$ cat src/hw/rtl/zpc_pkg.sv
// zpc_pkg: shared widths, register indexes, reset values and signal codes
// for the z-score peak counter. No dependencies.

package zpc_pkg;

    // Default structural parameters
    localparam int LAG_DEFAULT         = 5;
    localparam int MAX_SAMPLES_DEFAULT = 1024;

    // Field widths
    localparam int SAMPLE_W    = 16;
    localparam int TALLY_W     = 10;
    localparam int THR_W       = 8;
    localparam int INFL_W      = 9;
    localparam int MDEV_W      = 15;
    localparam int CFG_ADDR_W  = 2;
    localparam int CFG_DATA_W  = 15;
    localparam int OUT_TDATA_W = 16;

    // Configuration register indexes
    localparam logic [CFG_ADDR_W-1:0] CFG_THRESHOLD = 2'd0;
    localparam logic [CFG_ADDR_W-1:0] CFG_INFLUENCE = 2'd1;
    localparam logic [CFG_ADDR_W-1:0] CFG_MIN_DEV   = 2'd2;

    // Configuration reset values
    localparam logic [THR_W-1:0]  THR_RESET  = 8'd56;
    localparam logic [INFL_W-1:0] INFL_RESET = 9'd128;
    localparam logic [MDEV_W-1:0] MDEV_RESET = 15'd102;

    // Influence is full weight at 1.0 in Q1.8
    localparam logic [INFL_W-1:0] INFL_MAX = 9'd256;

    // Tally saturation
    localparam logic [TALLY_W-1:0] TALLY_MAX = '1;

    // Signal codes of the previous sample
    localparam logic [1:0] SIG_NONE = 2'd0;
    localparam logic [1:0] SIG_POS  = 2'd1;
    localparam logic [1:0] SIG_NEG  = 2'd3;

endpackage

$ cat src/hw/rtl/zpc_mul.sv
// zpc_mul: shared signed multiplier with a registered product and a hold
// enable. No package dependencies.

module zpc_mul #(
    parameter int MW = 24
) (
    input  logic                   clk,
    input  logic                   en,
    input  logic signed [MW-1:0]   a,
    input  logic signed [MW-1:0]   b,
    output logic signed [2*MW-1:0] p
);

    logic signed [2*MW-1:0] prod_reg;

    // Product register; holds while en is low
    always_ff @(posedge clk)
    begin
        if (en)
        begin
            prod_reg <= a * b;
        end
    end

    assign p = prod_reg;

endmodule

$ cat src/hw/rtl/zpc_hist.sv
// zpc_hist: filtered history of the z-score peak counter, a shift line of
// DEPTH samples with one selectable read tap. Depends on zpc_pkg.

module zpc_hist
    import zpc_pkg::*;
#(
    parameter int DEPTH = LAG_DEFAULT + 1
) (
    input  logic                         clk,
    input  logic                         rst_n,
    input  logic                         push,
    input  logic                         clr,
    input  logic signed [SAMPLE_W-1:0]   din,
    input  logic [$clog2(DEPTH)-1:0]     rd_idx,
    output logic signed [SAMPLE_W-1:0]   rd_data,
    output logic signed [SAMPLE_W-1:0]   newest
);

    logic signed [SAMPLE_W-1:0] hist_reg [DEPTH];

    // Newest value enters at entry 0; clear wins over push
    always_ff @(posedge clk or negedge rst_n)
    begin
        if (!rst_n)
        begin
            for (int i = 0; i < DEPTH; i++)
            begin
                hist_reg[i] <= '0;
            end
        end
        else if (clr)
        begin
            for (int i = 0; i < DEPTH; i++)
            begin
                hist_reg[i] <= '0;
            end
        end
        else if (push)
        begin
            hist_reg[0] <= din;
            for (int i = 1; i < DEPTH; i++)
            begin
                hist_reg[i] <= hist_reg[i-1];
            end
        end
    end

    assign rd_data = hist_reg[rd_idx];
    assign newest  = hist_reg[0];

endmodule

$ cat src/hw/rtl/zscore_peak_counter_unit.sv
// zscore_peak_counter_unit: top level of the z-score peak counter.
// Uses zpc_pkg, zpc_hist (filtered history) and zpc_mul (shared multiplier).
//
// Usage:
//   Samples enter on the s_axis channel, one signed Q5.10 sample per
//   transaction, tlast on the final sample of a window. After the last
//   sample one result leaves on m_axis: the peak count in tdata and the
//   short-window error flag in tuser. Other samples give no result.
//   Configuration registers (threshold, influence, minimum deviation): the user
//   writes them at cfg index 0, 1, 2 while idle; the block does not enforce it.
// Timing:
//   All arithmetic goes through one registered multiplier under a state
//   sequencer. The first LAG samples of a window are only pushed into the
//   history. Later samples take a sum and sum of squares over LAG history
//   entries, then five multiplies for the variance test and two for the
//   filter update, the second of these only when the sample is a signal.
//   The result is registered when the last sample of a window commits.
// Reset and stalls:
//   Reset clears the window state and loads the default configuration.
//   A result waits in the output register; the next sample is still taken,
//   and only a further window end stalls until the result is taken.

module zscore_peak_counter_unit
    import zpc_pkg::*;
#(
    parameter int LAG         = LAG_DEFAULT,
    parameter int MAX_SAMPLES = MAX_SAMPLES_DEFAULT
) (
    input  logic                   clk,
    input  logic                   rst_n,
    // Sample stream
    input  logic                   s_axis_tvalid,
    output logic                   s_axis_tready,
    input  logic [SAMPLE_W-1:0]    s_axis_tdata,   // [15:0] sample
    input  logic                   s_axis_tlast,   // last
    // Result stream
    output logic                   m_axis_tvalid,
    input  logic                   m_axis_tready,
    output logic [OUT_TDATA_W-1:0] m_axis_tdata,   // [9:0] peak_count, [15:10] zero
    output logic                   m_axis_tuser,   // [0] window_error
    // Configuration writes
    input  logic                   cfg_valid,
    output logic                   cfg_ready,
    input  logic [CFG_ADDR_W-1:0]  cfg_addr,
    input  logic [CFG_DATA_W-1:0]  cfg_data
);

    // Derived widths
    localparam int LAGW = $clog2(LAG + 1);
    localparam int IMAX = (MAX_SAMPLES > LAG + 1) ? MAX_SAMPLES : LAG + 1;
    localparam int IW   = $clog2(IMAX + 1);
    localparam int SUMW = SAMPLE_W + LAGW;
    localparam int SQW  = 2 * SAMPLE_W - 1;
    localparam int QW   = SQW + LAGW;
    localparam int DW   = SAMPLE_W + LAGW + 1;
    localparam int VW   = QW + LAGW;
    localparam int HW   = (VW + 1) / 2;
    localparam int T2W  = 2 * THR_W;
    localparam int MW0  = (DW > HW + 1) ? DW : HW + 1;
    localparam int MW   = (MW0 > T2W + 1) ? MW0 : T2W + 1;
    localparam int PW   = 2 * MW;
    localparam int RW   = T2W + VW;
    localparam int LW   = 2 * (DW - 1) + 8;
    localparam int CW   = (RW > LW) ? RW : LW;
    localparam int MXW  = SAMPLE_W + INFL_W;

    localparam logic signed [DW-1:0] LAG_D = DW'(LAG);

    typedef enum logic [3:0] {
        ST_IDLE,
        ST_SUM,
        ST_SQ_S,
        ST_SQ_T,
        ST_SQ_D,
        ST_R_LO,
        ST_R_HI,
        ST_DECIDE,
        ST_MIX,
        ST_PUSH
    } state_t;

    state_t                    state_reg;
    logic signed [SAMPLE_W-1:0] x_reg;
    logic                      last_reg;
    logic [LAGW-1:0]           off_reg;
    logic [LAGW-1:0]           k_reg;
    logic signed [SUMW-1:0]    s_acc_reg;
    logic [QW-1:0]             q_acc_reg;
    logic signed [DW-1:0]      d_reg;
    logic [VW-1:0]             v_reg;
    logic [T2W-1:0]            t2_reg;
    logic [CW-1:0]             lhs_reg;
    logic [CW-1:0]             rhs_reg;
    logic signed [MXW-1:0]     mix_reg;
    logic [1:0]                sig_reg;
    logic [1:0]                prev_sig_reg;
    logic [TALLY_W-1:0]        tally_reg;
    logic [IW-1:0]             idx_reg;
    logic                      m_valid_reg;
    logic [TALLY_W-1:0]        m_count_reg;
    logic                      m_err_reg;
    logic [THR_W-1:0]          thr_reg;
    logic [INFL_W-1:0]         infl_reg;
    logic [MDEV_W-1:0]         mdev_reg;

    logic                      s_fire;
    logic [LAGW-1:0]           rd_idx;
    logic signed [SAMPLE_W-1:0] hist_rd;
    logic signed [SAMPLE_W-1:0] hist_newest;
    logic                      mul_en;
    logic signed [MW-1:0]      mul_a;
    logic signed [MW-1:0]      mul_b;
    logic signed [PW-1:0]      prod;

    logic signed [DW-1:0]      lagx;
    logic [VW-1:0]             lagq;
    logic signed [VW:0]        v_diff;
    logic [VW-1:0]             v_clamp;
    logic [DW-1:0]             d_abs;
    logic [DW-2:0]             ad;
    logic [DW-2:0]             lagmin;
    logic [CW-1:0]             rhs_full;
    logic                      sig_hit;
    logic [INFL_W-1:0]         infl_eff;
    logic [INFL_W-1:0]         infl_cmp;
    logic signed [MXW-1:0]     mix_sum;
    logic signed [SAMPLE_W-1:0] newval;
    logic                      push_go;
    logic                      hist_push;
    logic                      hist_clr;
    logic [TALLY_W-1:0]        tally_next;
    logic                      win_err;

    assign s_axis_tready = (state_reg == ST_IDLE);
    assign s_fire        = s_axis_tvalid && s_axis_tready;
    assign cfg_ready     = 1'b1;

    // Configuration registers
    always_ff @(posedge clk or negedge rst_n)
    begin
        if (!rst_n)
        begin
            thr_reg  <= THR_RESET;
            infl_reg <= INFL_RESET;
            mdev_reg <= MDEV_RESET;
        end
        else if (cfg_valid && cfg_ready)
        begin
            case (cfg_addr)
                CFG_THRESHOLD: thr_reg  <= cfg_data[THR_W-1:0];
                CFG_INFLUENCE: infl_reg <= cfg_data[INFL_W-1:0];
                CFG_MIN_DEV:   mdev_reg <= cfg_data[MDEV_W-1:0];
                default:       ;
            endcase
        end
    end

    // History and shared multiplier
    assign rd_idx = off_reg + k_reg;

    zpc_hist #(
        .DEPTH (LAG + 1)
    ) u_hist (
        .clk     (clk),
        .rst_n   (rst_n),
        .push    (hist_push),
        .clr     (hist_clr),
        .din     (newval),
        .rd_idx  (rd_idx),
        .rd_data (hist_rd),
        .newest  (hist_newest)
    );

    zpc_mul #(
        .MW (MW)
    ) u_mul (
        .clk (clk),
        .en  (mul_en),
        .a   (mul_a),
        .b   (mul_b),
        .p   (prod)
    );

    // Datapath terms around the multiplier
    assign lagx     = LAG_D * DW'(x_reg);
    assign lagq     = VW'(LAG) * VW'(q_acc_reg);
    assign v_diff   = $signed({1'b0, lagq}) - $signed({1'b0, prod[VW-1:0]});
    assign v_clamp  = v_diff[VW] ? '0 : v_diff[VW-1:0];
    assign d_abs    = d_reg[DW-1] ? $unsigned(-d_reg) : $unsigned(d_reg);
    assign ad       = d_abs[DW-2:0];
    assign lagmin   = (DW-1)'(LAG) * (DW-1)'(mdev_reg);
    assign rhs_full = rhs_reg + (CW'(prod[T2W+(VW-HW)-1:0]) << HW);
    assign sig_hit  = (ad > lagmin) && (lhs_reg > rhs_full);
    assign infl_eff = (infl_reg > INFL_MAX) ? INFL_MAX : infl_reg;
    assign infl_cmp = INFL_MAX - infl_eff;
    assign mix_sum  = mix_reg + $signed(prod[MXW-1:0]);
    assign newval   = (sig_reg == SIG_NONE) ? x_reg : mix_sum[SAMPLE_W+7:8];

    // Window bookkeeping at the end of a sample
    assign push_go    = !(last_reg && m_valid_reg && !m_axis_tready);
    assign hist_push  = (state_reg == ST_PUSH) && push_go;
    assign hist_clr   = hist_push && last_reg;
    assign win_err    = idx_reg < IW'(LAG + 1);
    assign tally_next = (sig_reg == SIG_POS && prev_sig_reg == SIG_NONE &&
                         tally_reg != TALLY_MAX) ? tally_reg + 1'b1 : tally_reg;

    // Multiplier operand select per step
    always_comb
    begin
        mul_en = 1'b1;
        mul_a  = '0;
        mul_b  = '0;
        case (state_reg)
            ST_SUM:
            begin
                mul_a = MW'(hist_rd);
                mul_b = MW'(hist_rd);
            end
            ST_SQ_S:
            begin
                mul_a = MW'(s_acc_reg);
                mul_b = MW'(s_acc_reg);
            end
            ST_SQ_T:
            begin
                mul_a = $signed(MW'(thr_reg));
                mul_b = $signed(MW'(thr_reg));
            end
            ST_SQ_D:
            begin
                mul_a = $signed(MW'(ad));
                mul_b = $signed(MW'(ad));
            end
            ST_R_LO:
            begin
                mul_a = $signed(MW'(t2_reg));
                mul_b = $signed(MW'(v_reg[HW-1:0]));
            end
            ST_R_HI:
            begin
                mul_a = $signed(MW'(t2_reg));
                mul_b = $signed(MW'(v_reg[VW-1:HW]));
            end
            ST_DECIDE:
            begin
                mul_a = $signed(MW'(infl_eff));
                mul_b = MW'(x_reg);
            end
            ST_MIX:
            begin
                mul_a = $signed(MW'(infl_cmp));
                mul_b = MW'(hist_newest);
            end
            default:
            begin
                mul_en = 1'b0;
            end
        endcase
    end

    // Sequencer, accumulators and output register
    always_ff @(posedge clk or negedge rst_n)
    begin
        if (!rst_n)
        begin
            state_reg    <= ST_IDLE;
            x_reg        <= '0;
            last_reg     <= 1'b0;
            off_reg      <= '0;
            k_reg        <= '0;
            s_acc_reg    <= '0;
            q_acc_reg    <= '0;
            d_reg        <= '0;
            v_reg        <= '0;
            t2_reg       <= '0;
            lhs_reg      <= '0;
            rhs_reg      <= '0;
            mix_reg      <= '0;
            sig_reg      <= SIG_NONE;
            prev_sig_reg <= SIG_NONE;
            tally_reg    <= '0;
            idx_reg      <= '0;
            m_valid_reg  <= 1'b0;
            m_count_reg  <= '0;
            m_err_reg    <= 1'b0;
        end
        else
        begin
            if (m_valid_reg && m_axis_tready)
            begin
                m_valid_reg <= 1'b0;
            end

            case (state_reg)
                ST_IDLE:
                begin
                    if (s_fire)
                    begin
                        x_reg     <= $signed(s_axis_tdata);
                        last_reg  <= s_axis_tlast;
                        sig_reg   <= SIG_NONE;
                        k_reg     <= '0;
                        s_acc_reg <= '0;
                        q_acc_reg <= '0;
                        off_reg   <= (idx_reg == IW'(LAG)) ? '0 : LAGW'(1);
                        if (idx_reg < IW'(LAG))
                        begin
                            state_reg <= ST_PUSH;
                        end
                        else
                        begin
                            state_reg <= ST_SUM;
                        end
                    end
                end
                // Sum and sum of squares over LAG history entries
                ST_SUM:
                begin
                    s_acc_reg <= s_acc_reg + SUMW'(hist_rd);
                    if (k_reg != '0)
                    begin
                        q_acc_reg <= q_acc_reg + QW'(prod[SQW-1:0]);
                    end
                    k_reg <= k_reg + 1'b1;
                    if (k_reg == LAGW'(LAG - 1))
                    begin
                        state_reg <= ST_SQ_S;
                    end
                end
                ST_SQ_S:
                begin
                    q_acc_reg <= q_acc_reg + QW'(prod[SQW-1:0]);
                    d_reg     <= lagx - DW'(s_acc_reg);
                    state_reg <= ST_SQ_T;
                end
                ST_SQ_T:
                begin
                    v_reg     <= v_clamp;
                    state_reg <= ST_SQ_D;
                end
                ST_SQ_D:
                begin
                    t2_reg    <= prod[T2W-1:0];
                    state_reg <= ST_R_LO;
                end
                ST_R_LO:
                begin
                    lhs_reg   <= CW'(prod[2*(DW-1)-1:0]) << 8;
                    state_reg <= ST_R_HI;
                end
                ST_R_HI:
                begin
                    rhs_reg   <= CW'(prod[T2W+HW-1:0]);
                    state_reg <= ST_DECIDE;
                end
                // Variance test and sign of the deviation
                ST_DECIDE:
                begin
                    if (sig_hit)
                    begin
                        sig_reg   <= d_reg[DW-1] ? SIG_NEG : SIG_POS;
                        state_reg <= ST_MIX;
                    end
                    else
                    begin
                        sig_reg   <= SIG_NONE;
                        state_reg <= ST_PUSH;
                    end
                end
                ST_MIX:
                begin
                    mix_reg   <= prod[MXW-1:0];
                    state_reg <= ST_PUSH;
                end
                // Commit sample; emit result at window end
                ST_PUSH:
                begin
                    if (push_go)
                    begin
                        state_reg <= ST_IDLE;
                        if (last_reg)
                        begin
                            m_valid_reg  <= 1'b1;
                            m_count_reg  <= win_err ? '0 : tally_next;
                            m_err_reg    <= win_err;
                            idx_reg      <= '0;
                            tally_reg    <= '0;
                            prev_sig_reg <= SIG_NONE;
                        end
                        else
                        begin
                            tally_reg    <= tally_next;
                            prev_sig_reg <= sig_reg;
                            if (idx_reg < IW'(MAX_SAMPLES))
                            begin
                                idx_reg <= idx_reg + 1'b1;
                            end
                        end
                    end
                end
                default:
                begin
                    state_reg <= ST_IDLE;
                end
            endcase
        end
    end

    assign m_axis_tvalid = m_valid_reg;
    assign m_axis_tdata  = OUT_TDATA_W'(m_count_reg);
    assign m_axis_tuser  = m_err_reg;

    // A result only appears after a window-end sample commits
    a_result_source: assert property (@(posedge clk) disable iff (!rst_n)
        $rose(m_axis_tvalid) |-> $past(state_reg == ST_PUSH && last_reg))
        else $error("result raised without a window end");

    // A short window reports a zero count
    a_error_count: assert property (@(posedge clk) disable iff (!rst_n)
        (m_axis_tvalid && m_axis_tuser) |-> (m_axis_tdata == '0))
        else $error("window error with nonzero count");

    // History tap stays inside the shift line during the sum
    a_tap_range: assert property (@(posedge clk) disable iff (!rst_n)
        (state_reg == ST_SUM) |-> (rd_idx <= LAGW'(LAG)))
        else $error("history tap out of range");

    // Mix product holds while the commit stalls
    a_prod_hold: assert property (@(posedge clk) disable iff (!rst_n)
        (state_reg == ST_PUSH && $past(state_reg == ST_PUSH)) |-> $stable(prod))
        else $error("product changed during commit stall");

endmodule

$ cat config.mk
export PLATFORM = sky130hd
export DESIGN_NAME = zscore_peak_counter_unit
export DESIGN_NICKNAME = d
export VERILOG_FILES = /design/src/hw/rtl/zpc_pkg.sv /design/src/hw/rtl/zpc_mul.sv /design/src/hw/rtl/zpc_hist.sv /design/src/hw/rtl/zscore_peak_counter_unit.sv
export SDC_FILE = /design/constraint.sdc
export NUM_CORES = 2
export LEC_CHECK = 0
export BUFFER_PORTS_ARGS = -buffer_cell sky130_fd_sc_hd__buf_2
export CAP_MARGIN = 20
export CORE_ASPECT_RATIO = 0.6
export CORE_MARGIN = 2
export CORE_UTILIZATION = 35
export DETAILED_ROUTE_END_ITERATION = 8
export PLACE_DENSITY = 0.5
export SLEW_MARGIN = 20
export SYNTH_ARGS = -nofsm -noshare
export SYNTH_HDL_FRONTEND = slang
export SYNTH_SLANG_ARGS = --single-unit
$ cat constraint.sdc
create_clock -name clk -period 8.5 [get_ports clk]
set_input_delay 0.425 -clock clk [delete_from_list [all_inputs] [get_ports clk]]
set_output_delay 0.425 -clock clk [all_outputs]
set_load 0.02 [all_outputs]
==> flow_summary.json <==
{
  "yosys_warnings": 0,
  "top_usage_layer": "met1",
  "cts_tree": "built",
  "relSlewSlack_pct": 32.03,
  "hold_viol_final": 0,
  "grt_antenna_before_repair": 7,
  "synth-seq-area-share_pct": 25.50,
  "cts_max_level": 2,
  "globalplace.congestion": 0.9490,
  "cp_common_cell": "fa_1",
  "slew_viol_final": 0,
  "synth_top_family_by_area": "adder cells",
  "largest_reg_flops": 80,
  "place_ws_ns": -1.153,
  "synthMuxAreaShare_pct": 4.172,
  "synth_flop_cell": "dfrtp_1",
  "skew_ns": 0.02710,
  "ys_ff_latch": 451,
  "rsz0062_at_grt": "yes",
  "grt_use_met2_pct": 29.27,
  "cts_buffers": 48,
  "synth_cell_type_count": 101,
  "crit_family": "adder cells",
  "synth_xor_area_share_pct": 4.141,
  "cts_sinks": 451,
  "vias": 37210,
  "via_per_inst": 5.222,
  "final_nets": 6290,
  "start_util_pct": 35.43,
  "fin_crit_ns": 9.153,
  "yosys.area_share.simple_pct": 11.77,
  "clk_latency_ns": 0.64,
  "crit_buf_inv": 7,
  "drtAntennaViolNets": 0,
  "grt_pass1_wl_mm": 242.3,
  "netlist_area_sq_mm": 0.04505,
  "path_max_fanout": 8,
  "crit_type": "reg2reg",
  "rows": 101,
  "slowest_delay_ns": 0.57,
  "clock_path_buffers": 3,
  "ys_async_sr_fraction_pct": 91.57,
  "die-height_um": 281.9,
  "worst_slack_ns": -0.6532,
  "critPathCaptureType": "register",
  "port_buffers": 51,
  "grt_use_total_pct": 24.78,
  "areaGrowthSynthToFinish_pct": 22.78,
  "worstMarginPinSlew_ns": 1.020,
  "use_met1_pct": 42.56,
  "hpwlAfterDp_mm": 133.5,
  "layout_common_cells": "inv_1, buf_4, nand2_1",
  "period_share_pct": 107.7,
  "wl_per_cell_um": 22.74,
  "syn_area_per_cell_sq_um": 9.463,
  "grt_max_degree": 141,
  "first_iter_violations": 3578,
  "fmax_mhz": 109.3,
  "grt_pass1_vias": 35990,
  "synth-edff-count": 38,
  "clk_pin_slew_ns": 0.07,
  "firstDrtPassIters": 7,
  "die_area_sq_mm": 0.1317,
  "cp.arrival_ns": 9.53,
  "final-setup-viol-count": 15,
  "core-area_sq_mm": 0.1271,
  "root_buffer": "clkbuf_16",
  "drive_gt1_share_pct": 23.13,
  "drt-total-wl_mm": 162.0,
  "violations": "negative setup slack",
  "met3_usage_pct": 7.438,
  "nFillCells": 12530,
  "overflow": 0,
  "mostFrequentLayoutCell": "inv_1",
  "synthCells": 4760,
  "drcViolationCount": 0,
  "synth_compound_area_share_pct": 14.24,
  "yosys.area_share.adder_pct": 31.76,
  "status": "complete, but fails checks",
  "ios": 59,
  "hold_class": "in2reg",
  "worst_ep_required_time_ns": 8.87,
  "drv_cap": 0,
  "worstSetupStartpointType": "register",
  "cpMaxStageDelayCell": "fa_1",
  "die_w_um": 467.1
}
[per-layer routing]
metal / share of wire, % / vias to the layer above / wire length (um)
met5: 0.016 / - / 26
met4: 1.1 / 4 / 1833
met3: 11 / 120 / 17760
met2: 34 / 1339 / 55530
met1: 54 / 18700 / 86840
li1: - / 17050 / -
[worst min-delay path, stage by stage]
cell	delay (ns)
buf_2	0.08
nand2_1	0.06
o21ai_0	0.07
[cells by family (layout without fill, tap and decap cells)]
kind of cell / count (synthesis) / after routing
flip-flops: 451 / 451
adder cells (fa/ha/maj): 868 / 868
XOR/XNOR: 213 / 213
other: 2 / 11
AO/OA/AOI/OAI: 915 / 915
multiplexers: 153 / 153
AND/OR/NAND/NOR: 1184 / 1184
buffers and inverters: 974 / 1631
[cell type report]
type                            instances  area (sq um)  area share [%]
Tap cell                             1699          2126           3.844
Clock buffer                           69          1381           2.498
Inverter                              803          3019           5.459
Multi-Input combinational cell       3340         30910           55.89
Antenna cell                            4         10.01         0.01810
Sequential cell                       451         11490           20.77
Timing Repair Buffer                  739          6163           11.14
Clock inverter                         20         212.7          0.3846
[stage by stage]
step	hold WS, ns	utilization [%]	setup TNS (ns)	area [sq um]	cells
after global routing	0.02432	43.50	-9.123	55300	7121
after detailed placement	0.4650	40.78	-10.25	51850	6942
after CTS	0.008859	42.90	-4.975	54530	7081
after floorplan	0.1294	-	0	45190	4765
after global placement	0.4592	40.78	-9.252	51850	6942
final	0.03657	43.50	-5.277	55310	7125
[what timing repair did]
action / 4_1_cts / 5_1_grt
hold endpoints to repair: 84 / 0
gates cloned: 1 / 0
hold buffers: 8 / 0
resized for setup: 165 / 131
setup endpoints to repair: 20 / 20
buffers inserted: 41 / 42
pin swaps: 88 / 133
[cell usage after synthesis, drive strengths merged (19+ instances only)]
| master | instances | area (sq um) |
|---|---|---|
| inv | 801 | 3007 |
| nand2 | 555 | 2086 |
| fa | 459 | 9189 |
| ha | 409 | 5117 |
| dfrtp | 405 | 10130 |
| nor2 | 276 | 1039 |
| o21ai | 249 | 1254 |
| a21oi | 160 | 812.0 |
| xnor2 | 131 | 1147 |
| clkbuf | 122 | 457.9 |
| mux2 | 118 | 1329 |
| a22o | 101 | 893.4 |
| xor2 | 82 | 718.2 |
| a21o | 79 | 593.1 |
| o31ai | 65 | 623.1 |
| nand3 | 57 | 295.3 |
| buf | 49 | 309.0 |
| nor3 | 48 | 255.3 |
| and2 | 39 | 244.0 |
| edfxtp | 38 | 1141 |
| nand2b | 35 | 219.0 |
| o21a | 33 | 247.7 |
| a31oi | 31 | 215.2 |
| nand4 | 30 | 187.7 |
| and3 | 29 | 181.4 |
| nor2b | 29 | 181.4 |
| a22oi | 28 | 210.2 |
| a211oi | 23 | 197.7 |
| or3 | 23 | 143.9 |
| mux2i | 19 | 190.2 |
| or2 | 19 | 118.9 |
[worst paths after layout]
kind	start	to	slack, ns	depth (start not counted)
worst max-delay path	k_reg[0]	u_mul.p[37]	-0.65	33
worst min-delay path	s_axis_tdata[8]	x_reg[8]	0.04	3
worst max register to register	k_reg[0]	u_mul.p[37]	-0.65	33
worst min register to register	m_count_reg[1]	m_count_reg[1]	0.48	2
max in group asynchronous	rst_n	lhs_reg[15]	5.96	4
min in group asynchronous	rst_n	u_hist.hist_reg[45]	0.38	2
Power is not shown: default switching activity piles up to over one toggle a cycle in this logic, so the estimate is an artifact.
